--- src/sv/assert_macros.svh ---
// ----------------------------------------------------------------------------
// assert_macros.svh
// Concurrent assertion shorthands, sampled on clk, off while rst is high.
// ----------------------------------------------------------------------------
`ifndef ASSERT_MACROS_SVH
`define ASSERT_MACROS_SVH

// plain property check
`define ASSERT_ALWAYS(lbl, prop, msg) \
  lbl: assert property (@(posedge clk) disable iff (rst) (prop)) else $error(msg);

// same-cycle implication
`define ASSERT_IMPLY(lbl, ante, cons, msg) \
  lbl: assert property (@(posedge clk) disable iff (rst) (ante) |-> (cons)) else $error(msg);

`endif

--- src/sv/cdtp_pkg.sv ---
// ----------------------------------------------------------------------------
// cdtp_pkg
// Shared types, constants and functions of the CD-Text pack decoder.
// ----------------------------------------------------------------------------
`default_nettype none

package cdtp_pkg;

  localparam int PACK_LEN = 18;
  localparam int TEXT_LEN = 12;
  localparam int HOLD_LEN = 17;
  localparam int QDEPTH   = 2;

  localparam logic [7:0] MAX_TRACK     = 8'd99;
  localparam logic [7:0] CHARSET_ISO   = 8'd0;
  localparam logic [7:0] CHARSET_ASCII = 8'd1;

  localparam logic [1:0] PS_OK      = 2'd0;
  localparam logic [1:0] PS_SKIP    = 2'd1;
  localparam logic [1:0] PS_CRC     = 2'd2;
  localparam logic [1:0] PS_CHARSET = 2'd3;

  localparam logic KIND_CHAR   = 1'b0;
  localparam logic KIND_STATUS = 1'b1;

  localparam logic REG_CHARSET    = 1'b0;
  localparam logic REG_LAST_TRACK = 1'b1;

  localparam logic [15:0] CRC_POLY = 16'h1021;
  localparam logic [4:0]  PTYPE_TEXT_HI = 5'b10000;

  typedef struct packed {
    logic                       has_pack;
    logic                       eor;
    logic [7:0]                 ptype;
    logic [7:0]                 trk1;
    logic [7:0]                 seq;
    logic [2:0]                 blk;
    logic                       crc_ok;
    logic [TEXT_LEN-1:0][7:0]   text;
  } pack_entry_t;

  function automatic logic [15:0] crc_feed(input logic [15:0] crc, input logic [7:0] b);
    logic [15:0] c;
    c = crc ^ {b, 8'h00};
    for (int k = 0; k < 8; k++) begin
      if (c[15]) begin
        c = {c[14:0], 1'b0} ^ CRC_POLY;
      end else begin
        c = {c[14:0], 1'b0};
      end
    end
    return c;
  endfunction

  function automatic logic has_store(input logic [2:0] ftype, input logic [7:0] trk);
    logic ok;
    ok = 1'b0;
    if (trk <= MAX_TRACK) begin
      if (ftype <= 3'd5) begin
        ok = 1'b1;
      end else if (ftype == 3'd7) begin
        ok = (trk == 8'd0);
      end
    end
    return ok;
  endfunction

endpackage

`default_nettype wire

--- src/sv/cdtp_front.sv ---
// ----------------------------------------------------------------------------
// cdtp_front
// Byte framer: collects 18-byte packs, runs the CRC, posts packs and
// end-of-read marks to the queue.
// ----------------------------------------------------------------------------
`default_nettype none

`include "assert_macros.svh"

module cdtp_front (
  input  wire logic                 clk,
  input  wire logic                 rst,
  input  wire logic                 in_valid,
  output logic                      in_ready,
  input  wire logic [7:0]           in_byte,
  input  wire logic                 in_eor,
  output logic                      push,
  output cdtp_pkg::pack_entry_t     push_entry,
  input  wire logic                 q_ready
);

  logic [4:0]  pos;
  logic [15:0] crc;
  logic [7:0]  hold [cdtp_pkg::HOLD_LEN];
  logic        accept;
  logic        at_end;

  assign in_ready = q_ready;
  assign accept   = in_valid && in_ready;
  assign at_end   = (pos == 5'(cdtp_pkg::PACK_LEN - 1));
  assign push     = accept && (at_end || in_eor);

  always_comb begin
    push_entry          = '0;
    push_entry.has_pack = at_end;
    push_entry.eor      = in_eor;
    push_entry.ptype    = hold[0];
    push_entry.trk1     = hold[1];
    push_entry.seq      = hold[2];
    push_entry.blk      = hold[3][6:4];
    push_entry.crc_ok   = (~crc == {hold[16], in_byte});
    for (int k = 0; k < cdtp_pkg::TEXT_LEN; k++) begin
      push_entry.text[k] = hold[k + 4];
    end
  end

  always_ff @(posedge clk) begin
    if (accept && !at_end) begin
      hold[pos] <= in_byte;
    end
  end

  always_ff @(posedge clk) begin
    if (rst) begin
      pos <= '0;
      crc <= '0;
    end else if (accept) begin
      if (at_end || in_eor) begin
        pos <= '0;
        crc <= '0;
      end else begin
        pos <= pos + 5'd1;
        if (pos < 5'd16) begin
          crc <= cdtp_pkg::crc_feed(crc, in_byte);
        end
      end
    end
  end

  `ASSERT_ALWAYS(a_pos_range, pos <= 5'(cdtp_pkg::PACK_LEN - 1), "byte position out of range")

endmodule

`default_nettype wire

--- src/sv/cdtp_queue.sv ---
// ----------------------------------------------------------------------------
// cdtp_queue
// Two-entry queue of framed packs between framer and decoder.
// ----------------------------------------------------------------------------
`default_nettype none

`include "assert_macros.svh"

module cdtp_queue (
  input  wire logic                 clk,
  input  wire logic                 rst,
  input  wire logic                 push,
  input  cdtp_pkg::pack_entry_t     push_entry,
  output logic                      in_ready,
  output logic                      out_valid,
  input  wire logic                 pop,
  output cdtp_pkg::pack_entry_t     out_entry
);

  cdtp_pkg::pack_entry_t mem [cdtp_pkg::QDEPTH];
  logic       wptr;
  logic       rptr;
  logic [1:0] cnt;

  assign in_ready  = (cnt != 2'(cdtp_pkg::QDEPTH));
  assign out_valid = (cnt != 2'd0);
  assign out_entry = mem[rptr];

  always_ff @(posedge clk) begin
    if (push) begin
      mem[wptr] <= push_entry;
    end
  end

  always_ff @(posedge clk) begin
    if (rst) begin
      wptr <= 1'b0;
      rptr <= 1'b0;
      cnt  <= '0;
    end else begin
      if (push) begin
        wptr <= ~wptr;
      end
      if (pop) begin
        rptr <= ~rptr;
      end
      if (push && !pop) begin
        cnt <= cnt + 2'd1;
      end else if (pop && !push) begin
        cnt <= cnt - 2'd1;
      end
    end
  end

  `ASSERT_ALWAYS(a_cnt_range, cnt <= 2'(cdtp_pkg::QDEPTH), "queue count overflow")
  `ASSERT_IMPLY(a_full_ptrs, cnt == 2'(cdtp_pkg::QDEPTH), wptr == rptr, "full queue pointers differ")

endmodule

`default_nettype wire

--- src/sv/cdtp_back.sv ---
// ----------------------------------------------------------------------------
// cdtp_back
// Pack decoder: checks a framed pack, walks its text bytes, tracks the
// current track per pack type and drives the result register.
// ----------------------------------------------------------------------------
`default_nettype none

`include "assert_macros.svh"

module cdtp_back (
  input  wire logic                 clk,
  input  wire logic                 rst,
  input  wire logic [7:0]           charset_code,
  input  wire logic [6:0]           last_track_number,
  input  wire logic                 q_valid,
  output logic                      q_pop,
  input  cdtp_pkg::pack_entry_t     q_entry,
  output logic                      m_tvalid,
  input  wire logic                 m_tready,
  output logic [23:0]               m_tdata,
  output logic                      m_tuser,
  output logic                      m_tlast
);

  typedef enum logic [3:0] {
    ST_IDLE   = 4'b0001,
    ST_CHAR   = 4'b0010,
    ST_SECOND = 4'b0100,
    ST_STATUS = 4'b1000
  } state_t;

  state_t                               state;
  logic [cdtp_pkg::TEXT_LEN-1:0][7:0]   text;
  logic                                 eor;
  logic [2:0]                           ftype;
  logic [1:0]                           stat;
  logic [7:0]                           trk;
  logic [3:0]                           idx;
  logic [7:0]                           tpt [8];

  logic       emit_ok;
  logic       fire;
  logic [7:0] cur;
  logic [7:0] trk_inc;
  logic       last_idx;
  logic       cs_ok;
  logic       iso;

  assign emit_ok  = !m_tvalid || m_tready;
  assign cur      = text[idx];
  assign fire     = emit_ok && (state == ST_SECOND || state == ST_STATUS ||
                                (state == ST_CHAR && cur != 8'd0 &&
                                 cdtp_pkg::has_store(ftype, trk)));
  assign trk_inc  = (trk == 8'hFF) ? trk : trk + 8'd1;
  assign last_idx = (idx == 4'(cdtp_pkg::TEXT_LEN - 1));
  assign iso      = (charset_code == cdtp_pkg::CHARSET_ISO);
  assign cs_ok    = iso || (charset_code == cdtp_pkg::CHARSET_ASCII);
  assign q_pop    = q_valid && (state == ST_IDLE);

  always_ff @(posedge clk) begin
    if (q_pop) begin
      text  <= q_entry.text;
      eor   <= q_entry.eor;
      ftype <= q_entry.ptype[2:0];
    end
  end

  always_ff @(posedge clk) begin
    if (rst) begin
      state    <= ST_IDLE;
      m_tvalid <= 1'b0;
      idx      <= '0;
      trk      <= '0;
      stat     <= cdtp_pkg::PS_OK;
      for (int k = 0; k < 8; k++) begin
        tpt[k] <= '0;
      end
    end else begin
      m_tvalid <= fire || (m_tvalid && !m_tready);
      unique case (state)
        ST_IDLE: begin
          if (q_pop) begin
            idx <= '0;
            trk <= '0;
            if (!q_entry.has_pack) begin
              if (q_entry.eor) begin
                for (int k = 0; k < 8; k++) begin
                  tpt[k] <= '0;
                end
              end
            end else if (!cs_ok) begin
              stat  <= cdtp_pkg::PS_CHARSET;
              state <= ST_STATUS;
            end else if (q_entry.blk != 3'd0 ||
                         q_entry.ptype[7:3] != cdtp_pkg::PTYPE_TEXT_HI) begin
              stat  <= cdtp_pkg::PS_SKIP;
              state <= ST_STATUS;
            end else if (!q_entry.crc_ok) begin
              stat  <= cdtp_pkg::PS_CRC;
              state <= ST_STATUS;
            end else begin
              stat  <= cdtp_pkg::PS_OK;
              trk   <= (q_entry.seq == 8'd0) ? q_entry.trk1 : tpt[q_entry.ptype[2:0]];
              state <= ST_CHAR;
            end
          end
        end
        ST_CHAR: begin
          if (cur == 8'd0) begin
            trk <= trk_inc;
            if (trk_inc > {1'b0, last_track_number} || last_idx) begin
              state <= ST_STATUS;
            end else begin
              idx <= idx + 4'd1;
            end
          end else if (!cdtp_pkg::has_store(ftype, trk)) begin
            if (last_idx) begin
              state <= ST_STATUS;
            end else begin
              idx <= idx + 4'd1;
            end
          end else if (emit_ok) begin
            m_tuser  <= cdtp_pkg::KIND_CHAR;
            m_tlast  <= 1'b0;
            if (iso && cur[7]) begin
              m_tdata <= {3'b000, 6'b110000, cur[7:6], trk, ftype, cdtp_pkg::PS_OK};
              state   <= ST_SECOND;
            end else begin
              m_tdata <= {3'b000, cur, trk, ftype, cdtp_pkg::PS_OK};
              if (last_idx) begin
                state <= ST_STATUS;
              end else begin
                idx <= idx + 4'd1;
              end
            end
          end
        end
        ST_SECOND: begin
          if (emit_ok) begin
            m_tuser  <= cdtp_pkg::KIND_CHAR;
            m_tlast  <= 1'b0;
            m_tdata  <= {3'b000, 2'b10, cur[5:0], trk, ftype, cdtp_pkg::PS_OK};
            if (last_idx) begin
              state <= ST_STATUS;
            end else begin
              idx   <= idx + 4'd1;
              state <= ST_CHAR;
            end
          end
        end
        ST_STATUS: begin
          if (emit_ok) begin
            m_tuser  <= cdtp_pkg::KIND_STATUS;
            m_tlast  <= 1'b1;
            m_tdata  <= {3'b000, 8'd0, trk, ftype, stat};
            if (eor) begin
              for (int k = 0; k < 8; k++) begin
                tpt[k] <= '0;
              end
            end else if (stat == cdtp_pkg::PS_OK) begin
              tpt[ftype] <= trk;
            end
            state <= ST_IDLE;
          end
        end
        default: begin
          state <= ST_IDLE;
        end
      endcase
    end
  end

  `ASSERT_IMPLY(a_last_is_status, m_tvalid && m_tlast, m_tuser == cdtp_pkg::KIND_STATUS, "tlast")
  `ASSERT_IMPLY(a_idx_range, state != ST_IDLE, idx <= 4'(cdtp_pkg::TEXT_LEN - 1), "index range")

endmodule

`default_nettype wire

--- src/sv/cd_text_pack_decoder.sv ---
// ----------------------------------------------------------------------------
// Channel  Dir  Beat                       Fields (low bit up)
// s_axis   in   one stream byte            tdata: stream_byte[7:0]; tlast: end_of_read
// m_axis   out  one character or status    tdata: pack_status[1:0], field_code[4:2],
//                                           track_number[12:5], char_byte[20:13];
//                                           tuser: result_kind; tlast: last_of_pack
// cfg      in   register write             index 0 charset_code, 1 last_track_number
//
// The framer takes one byte per cycle while the pack queue (two packs) has room.
// The decoder picks up a pack, steps through its text bytes and emitted UTF-8
// bytes, then gives the status beat; it pops the next pack only after that beat.
// A stalled result register holds the decoder; the framer runs until the queue is full.
// Reset (synchronous) clears position, CRC, queue and per-type tracks.
// ----------------------------------------------------------------------------
// cd_text_pack_decoder
// CD-Text pack decoder with CRC check and ISO-8859-1 to UTF-8 expansion.
// ----------------------------------------------------------------------------
`default_nettype none

module cd_text_pack_decoder (
  input  wire logic        clk,
  input  wire logic        rst,
  input  wire logic        s_tvalid,
  output logic             s_tready,
  input  wire logic [7:0]  s_tdata,   // stream_byte
  input  wire logic        s_tlast,   // end_of_read
  output logic             m_tvalid,
  input  wire logic        m_tready,
  output logic [23:0]      m_tdata,   // pack_status, field_code, track_number, char_byte
  output logic             m_tuser,   // result_kind
  output logic             m_tlast,   // last_of_pack
  input  wire logic        cfg_we,
  input  wire logic        cfg_index,
  input  wire logic [7:0]  cfg_data
);

  logic [7:0] charset_code;
  logic [6:0] last_track_number;

  logic                  push;
  logic                  q_ready;
  logic                  q_valid;
  logic                  q_pop;
  cdtp_pkg::pack_entry_t push_entry;
  cdtp_pkg::pack_entry_t q_entry;

  always_ff @(posedge clk) begin
    if (rst) begin
      charset_code      <= cdtp_pkg::CHARSET_ISO;
      last_track_number <= 7'(cdtp_pkg::MAX_TRACK);
    end else if (cfg_we) begin
      unique case (cfg_index)
        cdtp_pkg::REG_CHARSET:    charset_code      <= cfg_data;
        cdtp_pkg::REG_LAST_TRACK: last_track_number <= cfg_data[6:0];
        default: ;
      endcase
    end
  end

  cdtp_front u_front (
    .clk        (clk),
    .rst        (rst),
    .in_valid   (s_tvalid),
    .in_ready   (s_tready),
    .in_byte    (s_tdata),
    .in_eor     (s_tlast),
    .push       (push),
    .push_entry (push_entry),
    .q_ready    (q_ready)
  );

  cdtp_queue u_queue (
    .clk        (clk),
    .rst        (rst),
    .push       (push),
    .push_entry (push_entry),
    .in_ready   (q_ready),
    .out_valid  (q_valid),
    .pop        (q_pop),
    .out_entry  (q_entry)
  );

  cdtp_back u_back (
    .clk               (clk),
    .rst               (rst),
    .charset_code      (charset_code),
    .last_track_number (last_track_number),
    .q_valid           (q_valid),
    .q_pop             (q_pop),
    .q_entry           (q_entry),
    .m_tvalid          (m_tvalid),
    .m_tready          (m_tready),
    .m_tdata           (m_tdata),
    .m_tuser           (m_tuser),
    .m_tlast           (m_tlast)
  );

endmodule

`default_nettype wire
--- config.mk ---
export PLATFORM = sky130hd
export DESIGN_NAME = cd_text_pack_decoder
export DESIGN_NICKNAME = d
export VERILOG_FILES = /design/src/sv/cdtp_pkg.sv /design/src/sv/cdtp_front.sv /design/src/sv/cdtp_queue.sv /design/src/sv/cdtp_back.sv /design/src/sv/cd_text_pack_decoder.sv
export VERILOG_INCLUDE_DIRS = /design/src /design/src/sv
export SDC_FILE = /design/constraint.sdc
export NUM_CORES = 1
export LEC_CHECK = 0
export BUFFER_PORTS_ARGS = -buffer_cell sky130_fd_sc_hd__buf_4
export CAP_MARGIN = 20
export CORE_ASPECT_RATIO = 1.25
export CORE_MARGIN = 1.5
export CORE_UTILIZATION = 44
export CTS_CLUSTER_DIAMETER = 60
export DETAILED_ROUTE_END_ITERATION = 10
export PLACE_DENSITY = 0.57
export SYNTH_ARGS = -nofsm -noshare
export SYNTH_HDL_FRONTEND = slang
export SYNTH_SLANG_ARGS = --single-unit
export TNS_END_PERCENT = 50
--- constraint.sdc ---
create_clock -name clk -period 23.4 [get_ports clk]
set_input_delay 4.68 -clock clk [delete_from_list [all_inputs] [get_ports clk]]
set_output_delay 4.68 -clock clk [all_outputs]
set_load 0.02 [all_outputs]
==> impl_metrics.tcl, run 1 <==
set metrics [dict create \
    run_status "finished clean" \
    nets 1595 \
    htree_levels 2 \
    ys_warn_count 0 \
    rsz0062_at_grt "no" \
    yosysSeqAreaShare_pct 74.9 \
    antenna_found_initial 0 \
    cts_tree "yes" \
    pin_count 51 \
    vias 12700 \
    dieHeight_um 267 \
    synth_edf_count 570 \
    postCtsHoldBufs 0 \
    grt-ovfl-total 0 \
    synth_ff_type "edfxtp_1" \
    start_util_pct 44.5 \
    areaGrowthSynthToFinish_pct 12.7 \
    nFillCells 4579 \
    place.gp.congestion 0.834 \
    clk_pin_slew_ns 0.06 \
    drv_slew 0 \
    drv_cap 0 \
    syn_inst 1494 \
    cts.sinks 630 \
    crit_type "in -> reg" \
    numPortBuffers 47 \
    required_ns 23.63 \
    setup_tns_ns 0 \
    synth_compound_area_share_pct 4.90 \
    avgSynthCellArea_um2 16.4 \
    start_kind "input port" \
    postRouteAntennaNets 0 \
    clk_latency_ns 0.62 \
    crit_arrival_ns 7.24 \
    cts_setup_buffers 0 \
    max_freq_ghz 0.143 \
    drive_gt1_share_pct 18.4 \
    syn_area_um2 24500 \
    yosys.area_share.simple_pct 7.70 \
    fin_hold_ws_ns 0.437 \
    clock_path_buffers 3 \
    finalPower_uw 2960 \
    peakVddDrop_mv 0.0563 \
    fin_skew_ns 0.0227 \
    drc_errors 0 \
    drt_wl_total_um 52300 \
    slew_headroom_pct 28.6 \
    drt_pass1_iterations 5 \
    cts-resized-gates 0 \
    drt_first_iter_violations 1092 \
    fp.coreArea_um2 54900 \
    cellPowerDensity_nw_per_um2 107 \
    rows 96 \
    grt_max_degree 71 \
    grt_pass1_wl_um 77500 \
    hold_viol 0 \
    synth_top_family_by_area "multiplexers" \
    yosysUniqueCellTypes 70 \
    hold_path_class "reg -> reg" \
    die-area_um2 57000 \
    min_period_over_period_pct 30.0 \
    viasPerCell 5.41 \
    critPathMaxFanout 64 \
    dp_cells 2230 \
    finish.utilization_pct 50.2 \
    grtUsageTotal_pct 18.5 \
    numCtsBuffers 60 \
    wl_per_cell_um 22.3 \
    synthAdderAreaFrac_pct 0.767 \
    dp.final_hpwl_um 32100 \
    crit_path_end_kind "register" \
    die_w_um 214 \
    ys_seq_elements 630 \
    setup_viol 0 \
    grt_pass1_vias 12800 \
    cts_root_buf "clkbuf_16" \
    synth_xor_area_share_pct 1.83 \
    power.leakage_uw 0.00919 \
    fin_cells 2342 \
    tightest_slew_ns 1.06 \
    period_needed_ns 7.01 \
    synthArstFlopShare_pct 0 \
    synthMuxAreaShare_pct 8.18 \
]
==> metal layers <==
| metal | global-route usage [%] | wire, um |
|---|---|---|
| met3 | 2.92 | 2040 |
| met1 | 24.1 | 22700 |
| met4 | 5.63 | 1240 |
| met2 | 31.7 | 26300 |
| met5 | 0 | 0 |
==> state kept, by name (all words and copies together) (netlist names), named ones only <==
register,cells
last_track_number,7
u_back.idx,4
u_back.m_tuser,1
u_front.hold,131
u_front.pos,5
u_queue.rptr,1
u_back.m_tdata,21
u_queue.cnt,2
u_front.crc,16
u_back.tpt,64
u_back.eor,1
u_back.text,96
u_queue.wptr,1
u_back.stat,2
u_queue.mem,252
u_back.ftype,3
u_back.state,4
u_back.trk,8
u_back.m_tlast,1
charset_code,8
u_back.m_tvalid,1
==> cells by family (layout without fill, tap and decap cells) <==
kind of cell    Yosys count  count (layout)
compound gates          171             171
xor+xnor                 51              51
fa+ha+maj                15              15
buf+inv                  96             206
flops                   630             630
mux                     171             171
other cells               1               4
simple gates            359             359
==> metrics by stage <==
step           setup slack [ns]  area [um^2]
5_1_grt                   16.17        27600
3_5_place_dp              15.68        25600
6_report                  16.39        27600
4_1_cts                   16.32        27600
2_1_floorplan             12.31        24500
3_3_place_gp              15.67        25600
==> Yosys cell counts, types with 3 or more instances <==
| cell | count | area [um^2] |
|---|---|---|
| mux2i_1 | 57 | 571 |
| a211o_1 | 4 | 35.0 |
| xor2_1 | 36 | 315 |
| xnor2_1 | 15 | 131 |
| o21a_1 | 3 | 22.5 |
| o311ai_0 | 6 | 52.6 |
| and2_1 | 45 | 282 |
| a21oi_1 | 42 | 210 |
| nand2b_1 | 12 | 75.1 |
| nor3_1 | 47 | 235 |
| nor2b_1 | 25 | 156 |
| clkbuf_1 | 52 | 195 |
| nor3b_1 | 3 | 22.5 |
| nand3_1 | 21 | 105 |
| a211oi_1 | 37 | 278 |
| buf_4 | 5 | 37.5 |
| inv_1 | 21 | 78.8 |
| buf_1 | 4 | 15.0 |
| dfxtp_1 | 60 | 1200 |
| and3_1 | 7 | 43.8 |
| nand3b_1 | 8 | 60.1 |
| or3_1 | 4 | 25.0 |
| o21ai_0 | 17 | 85.1 |
| a22oi_1 | 16 | 120 |
| nor4b_1 | 7 | 61.3 |
| nor4_1 | 26 | 163 |
| a221oi_1 | 8 | 70.1 |
| buf_2 | 8 | 40.0 |
| nand4_1 | 10 | 62.6 |
| o21ai_1 | 3 | 15.0 |
| a31oi_1 | 10 | 62.6 |
| mux4_2 | 13 | 293 |
| o221a_2 | 3 | 33.8 |
| ha_1 | 15 | 188 |
| nor2_1 | 66 | 248 |
| mux2_2 | 99 | 1110 |
| edfxtp_1 | 570 | 17100 |
| nand2_1 | 70 | 263 |
==> cells in the final DEF, fill, tap and decap left out, types with 8 or more instances in the layout <==
master	Yosys	routed
and2_1	45	44
xnor2_1	15	15
o21ai_0	17	17
clkinv_2	0	12
buf_4	5	69
nand4_1	10	10
nor4_1	26	26
nand2_1	70	70
dfxtp_1	60	59
nor3_1	47	46
a31oi_1	10	10
mux2i_1	57	55
a21oi_1	42	42
nand3b_1	8	8
a221oi_1	8	8
a211oi_1	37	37
a22oi_1	16	16
xor2_1	36	36
edfxtp_1	570	570
mux2_2	99	99
nand3_1	21	21
inv_1	21	20
nand2b_1	12	12
nor2_1	66	65
clkinv_1	2	10
clkbuf_1	52	13
ha_1	15	15
clkbuf_16	0	63
nor2b_1	25	25
mux4_2	13	13
==> final timing paths <==
| path | startpoint | cells after the start | slack [ns] | endpoint |
|---|---|---|---|---|
| worst min register to register | u_front.hold[14][3] | 0 | 0.44 | u_queue.mem[0][83] |
| worst max-delay path | s_tvalid | 6 | 16.39 | u_queue.mem[1][123] |
| worst min-delay path | u_front.hold[14][3] | 0 | 0.44 | u_queue.mem[0][83] |
| worst max register to register | u_back.trk[3] | 14 | 18.87 | u_back.idx[0] |
==> layout make-up <==
cell class / instances / area [um^2] / area share (%)
Multi-Input combinational cell: 770 / 5770 / 20.9
Clock buffer: 82 / 1700 / 6.16
Timing Repair Buffer: 71 / 534 / 1.94
Tap cell: 735 / 920 / 3.34
Sequential cell: 630 / 18300 / 66.5
Inverter: 24 / 92.6 / 0.336
Clock inverter: 29 / 226 / 0.822
Antenna cell: 1 / 2.50 / 0.00908
==> critical path, stage by stage <==
cell     delay (ns)
buf_4          0.10
and2_1         0.31
o21ai_0        0.29
inv_1          0.18
and2_4         0.74
buf_4          0.81
==> power by group <==
part / total (uW) / internal [uW] / switching (uW)
clock network: 945 / 540 / 405
registers: 1470 / 1410 / 63.6
logic: 542 / 191 / 352
Power figures use the tool's default switching activity.
==> run 2, diff against run 1 <==
ABC_AREA = 1   (was not set)
PLACE_DENSITY = 0.6   (was 0.57)
clock period = 6.3 ns   (was 23.4 ns; I/O delays follow)
==> run 2 against run 1 <==
Largest cell class unchanged. Via count up 15%. Non-clock buffer count down 8. Clock-buffer cell count shrank 13. Critical path type is now reg -> reg. Design area shrank 0.23%. Synthesized cell count increased by 35%.
==> impl_metrics.tcl, run 2 <==
set metrics [dict create \
    run_status "finished clean" \
    rsz0062_at_grt "no" \
    ys_warn_count 0 \
    clock_path_buffers 3 \
    synth_edf_count 570 \
    place.gp.congestion 0.929 \
    place_ws_ns 2.22 \
    largest_register "u_queue.mem" \
    layout_common_cells "587 x nand2_1, 570 x edfxtp_1, 210 x nor2_1, 127 x inv_1, 101 x nand3_1" \
    max_freq_ghz 0.244 \
    numCtsBuffers 58 \
    largest_reg_flops 252 \
    hold_path_class "reg -> reg" \
    grtUsageMet1_pct 24.0 \
    p_sw_uw 3760 \
    dp_cells 2754 \
    die_w_um 214 \
    synth_top_area_share_pct 69.8 \
    cts_root_buf "clkbuf_16" \
    power.leakage_uw 0.0102 \
    numPortBuffers 47 \
    htree_levels 2 \
    hold_viol 0 \
    cts.sinks 630 \
    crit_path_end_kind "register" \
    dp.final_hpwl_um 33500 \
    grtUsageMet2_pct 33.6 \
    setup_viol 0 \
    start_util_pct 44.6 \
    grt.busiest_layer "met2" \
    syn_area_um2 24500 \
    start_kind "register" \
    largestRegisters "u_queue.mem x252, u_front.hold x131, u_back.text x96" \
    min_period_over_period_pct 64.9 \
    grt_max_degree 127 \
    crit_type "reg -> reg" \
    drt_wl_total_um 54300 \
    clk_latency_ns 0.61 \
    wl_per_cell_um 19.0 \
    clk_pin_slew_ns 0.06 \
    drc_errors 0 \
    power_frac_clock_pct 29.1 \
    synth_ff_type "edfxtp_1" \
    dieHeight_um 267 \
    met3_usage_pct 2.74 \
    tightest_slew_ns 1.07 \
    fin_skew_ns 0.0166 \
    slew_headroom_pct 28.6 \
    fin_cells 2861 \
    drt_pass1_iterations 7 \
    drv_slew 0 \
    finalWorstSetupSlack_ns 2.21 \
    drt_first_iter_violations 1255 \
    finalPower_uw 11600 \
    rows 96 \
    p_int_uw 7850 \
    critPathMaxFanout 23 \
    synth_area_leaders "edfxtp_1 70%, nand2_1 9.0%, dfxtp_1 4.9%" \
    areaGrowthSynthToFinish_pct 12.1 \
    crit_arrival_ns 4.32 \
    fin_area_um2 27500 \
    synthDominantAreaCellType "edfxtp_1" \
    syn_inst 2022 \
    cts_tree "yes" \
    switching_share_pct 32.4 \
    synthArstFlopShare_pct 0 \
    antenna_found_initial 0 \
    avgSynthCellArea_um2 12.1 \
    grt-ovfl-total 0 \
    fin_hold_ws_ns 0.440 \
    peakVddDrop_mv 0.252 \
    postCtsHoldBufs 0 \
    cts-resized-gates 0 \
    grtUsageTotal_pct 19.1 \
    viasPerCell 5.10 \
    pin_count 51 \
    ys_seq_elements 630 \
    die-area_um2 57200 \
    nets 2118 \
    drv_cap 0 \
    grt_pass1_vias 14400 \
    combPwrFrac_pct 23.1 \
    sequentialPowerShare_pct 47.8 \
    fp.coreArea_um2 55000 \
    yosysUniqueCellTypes 51 \
    drive_gt1_share_pct 8.71 \
    grt_pass1_wl_um 83000 \
    cellPowerDensity_nw_per_um2 422 \
    required_ns 6.53 \
    cts_setup_buffers 0 \
    period_needed_ns 4.09 \
    place_area_um2 25700 \
    postRouteAntennaNets 0 \
    synthTopCellsByCount "587 x nand2_1, 570 x edfxtp_1, 213 x nor2_1, 127 x inv_1, 101 x nand3_1" \
    vias 14600 \
    synth_most_common_cell "nand2_1" \
    yosysSeqAreaShare_pct 74.7 \
    final_common_cell "nand2_1" \
]
-- run 2: area by class of cell --
class / count / area, um^2
fillers: 4849 / 27500
clock buffers: 69 / 1510
flip-flops and latches: 630 / 18300
clock inverters: 36 / 292
diodes: 1 / 2.50
repair buffers: 63 / 531
well taps: 735 / 920
inverters: 138 / 522
multi-input cells: 1189 / 5400
-- run 2: through the flow --
step	util (%)	setup TNS, ns
floorplan	-	-23.85
global placement	46.6	0
detailed placement	46.7	0
CTS	49.9	0
global route	50.0	0
finish	50.0	0
-- run 2: path summary, 6_finish.rpt --
check	from	to	slack, ns	cells after the start
setup / recovery	u_back.idx[1]	u_back.m_tdata[6]	2.21	12
hold / removal	u_front.hold[7][2]	u_queue.mem[0][26]	0.44	0
setup reg to reg	u_back.idx[1]	u_back.m_tdata[6]	2.21	12
hold reg to reg	u_front.hold[7][2]	u_queue.mem[0][26]	0.44	0
-- run 2: per-layer routing --
layer  vias up  share of wire, %
met2       413                50
met4         0               3.1
met1      7036                41
li1       7036                 -
met3        98               5.0
met5         -                 0
-- run 2: cells by family (layout without fill, tap and decap cells) --
logic type / Yosys count / in the layout / synth area share (%)
AO/OA/AOI/OAI: 180 / 180 / 4.03
XOR/XNOR: 31 / 31 / 1.11
adder cells (fa/ha/maj): 15 / 15 / 0.765
buffers and inverters: 205 / 306 / 3.44
flip-flops: 630 / 630 / 74.7
other: 1 / 4 / 0.0153
AND/OR/NAND/NOR: 960 / 960 / 16.0
-- run 2: worst max-delay path, cell delays in order, from the launching register on --
cell and delay (ns):
dfxtp_1 0.91, inv_1 0.71, nor2_1 0.26, nand2_1 0.08, nand3_1 0.11, nand3_1 0.18, nand2_1 0.16, nor2_2 0.05
nand2_2 0.09, nor2_4 0.06, nor2_4 0.15, nand2_1 0.12, a21oi_2 0.83
-- run 2: power groups by stage --
stage	Sequential, uW	Combinational (uW)	Clock [uW]
4_1_cts	5550	2700	3430
2_1_floorplan	5520	1930	0
5_1_grt	5600	3030	3580
6_report	5550	2680	3370
3_5_place_dp	5640	2690	0
3_3_place_gp	5670	2600	0
==> run 3, diff against run 2 <==
clock period = 3.53 ns   (was 6.3 ns; I/O delays follow)
==> run 3 against run 2 <==
First-iteration DRC count down 15%. Die area did not move. Combinational power is 90% higher. Sequential share of layout area down 1.1 points. Total power increased by 83%. Largest power group unchanged. Highest routed layer unchanged.
==> impl_metrics.tcl, run 3 (synthesis results as in run 2) <==
set metrics [dict create \
    place_area_um2 26000 \
    areaGrowthSynthToFinish_pct 13.9 \
    hold_path_class "in -> reg" \
    drive_gt1_share_pct 10.4 \
    die-area_um2 57200 \
    cts_tree "yes" \
    period_needed_ns 3.12 \
    drt_pass1_iterations 6 \
    crit_top_cell "nand2_1" \
    fin_cells 2899 \
    fin_area_um2 27900 \
    largest_register "u_queue.mem" \
    fin_skew_ns 0.0186 \
    grt_max_degree 104 \
    largestRegisters "u_queue.mem x252, u_front.hold x131, u_back.text x96" \
    dieHeight_um 267 \
    run_status "finished clean" \
    setup_viol 0 \
    cts_setup_buffers 0 \
    die_w_um 214 \
    place_ws_ns 0.295 \
    largest_reg_flops 252 \
    nets 2152 \
    cts_root_buf "clkbuf_16" \
    crit_path_end_kind "register" \
    grt_pass1_vias 14400 \
    finalWorstSetupSlack_ns 0.409 \
    rows 96 \
    final_common_cell "nand2_1" \
    grt_pass1_wl_um 82600 \
    peakVddDrop_mv 0.457 \
    drv_slew 0 \
    drv_cap 0 \
    crit_type "reg -> reg" \
    layout_common_cells "587 x nand2_1, 570 x edfxtp_1, 210 x nor2_1, 127 x inv_1, 101 x nand3_1" \
    path_delay_family "simple AND/OR/NAND/NOR gates" \
    multiInputGateArea_um2 5400 \
    min_path_cells 3 \
    worstSetupPathDepth 19 \
    dp.final_hpwl_um 33600 \
    setup_tns_ns 0 \
    rsz0062_at_grt "no" \
    cp_slowest_stage_delay_ns 0.45 \
    drc_errors 0 \
    slew_headroom_pct 49.8 \
    antenna_cells 0 \
    place.gp.congestion 0.865 \
    seqCellArea_um2 18300 \
    finish.utilization_pct 50.8 \
    start_kind "register" \
    path_cells "ha_1 > inv_1 > nor3_2 > nand2_1 > nor3_2 > buf_4 > nor3_1 > nand2_1 > xor2_1 > ha_1 > nand2_1 > inv_1 > and3_1 > o21ai_1 > nand3_1 > nand4_2 > nand2_1 > nand2_1 > nor2_1" \
    drt_first_iter_violations 1069 \
    pin_count 51 \
    clk_pin_slew_ns 0.07 \
    crit_slowest_cell "dfxtp_1" \
    clk_latency_ns 0.62 \
    power.leakage_uw 0.0104 \
    reg2regPathDepth 19 \
    numPortBuffers 47 \
    postRouteAntennaNets 0 \
    viasPerCell 5.04 \
    required_ns 4.04 \
    hold_viol 0 \
    drt_wl_total_um 54100 \
    cellPowerDensity_nw_per_um2 758 \
    critPathBufInv 3 \
    fp.coreArea_um2 55000 \
    grt-ovfl-total 0 \
    nFillCells 4759 \
    cts.sinks 630 \
    min_period_over_period_pct 88.4 \
    grtUsageTotal_pct 18.9 \
    htree_levels 2 \
    antenna_found_initial 1 \
    clock_path_buffers 3 \
    tightest_slew_ns 0.750 \
    postCtsHoldBufs 0 \
    critPathMaxFanout 6 \
    crit_arrival_ns 3.63 \
    max_freq_ghz 0.320 \
    dp_cells 2789 \
    wl_per_cell_um 18.7 \
    numCtsBuffers 58 \
    start_util_pct 44.6 \
    vias 14600 \
]
[run 3: cell count changes in the layout (fill, tap and decap cells not counted), sizes merged]
| cell | before | now |
|---|---|---|
| clkbuf | 69 | 64 |
| buf | 63 | 97 |
| diode | 1 | 0 |
| bufinv | 4 | 9 |
| inv | 131 | 134 |
| clkinvlp | 5 | 4 |
| clkinv | 34 | 37 |
[run 3: timing repair]
| action | 4_1_cts | 5_1_grt |
|---|---|---|
| hold endpoints to repair | 0 | 0 |
| gates resized for setup | 0 | 1 |
| endpoints found under the setup margin | 0 | 3 |
[run 3: metal layers]
| layer | share of wire [%] | global-route usage (%) |
|---|---|---|
| met1 | 42 | 23.7 |
| met2 | 51 | 33.1 |
| met3 | 4.1 | 3.10 |
| met4 | 3.0 | 6.72 |
| met5 | 0 | 0 |
[run 3: layout make-up]
class | instances | share of cell area [%]
clock inverters | 46 | 1.72
repair buffers | 97 | 2.96
flip-flops and latches | 630 | 65.6
multi-input cells | 1189 | 19.3
inverters | 138 | 1.87
well taps | 735 | 3.29
clock buffers | 64 | 5.27
[run 3: worst paths after layout]
path	from	to	slack, ns
hold / removal	cfg_data[0]	last_track_number[0]	0.30
hold reg to reg	u_front.hold[1][1]	u_queue.mem[1][109]	0.43
setup reg to reg	u_back.trk[0]	u_back.idx[0]	0.41
setup / recovery	u_back.trk[0]	u_back.idx[0]	0.41
[run 3: where the power goes]
group / internal [uW] / leakage, uW / switching [uW]
clock: 3680 / 0.000952 / 2750
sequential: 9340 / 0.00579 / 340
combinational: 1380 / 0.00367 / 3700
[run 3: metrics by stage]
step,power (uW),hold slack [ns]
CTS,21400,0.264
detailed placement,15000,0.430
finish,21200,0.299
global placement,14900,0.422
global route,22300,0.284
floorplan,13300,0.421
[run 3: worst min-delay path, stage by stage]
cell and delay [ns]:
buf_4 0.08, nand2_1 0.04, nand3_1 0.05
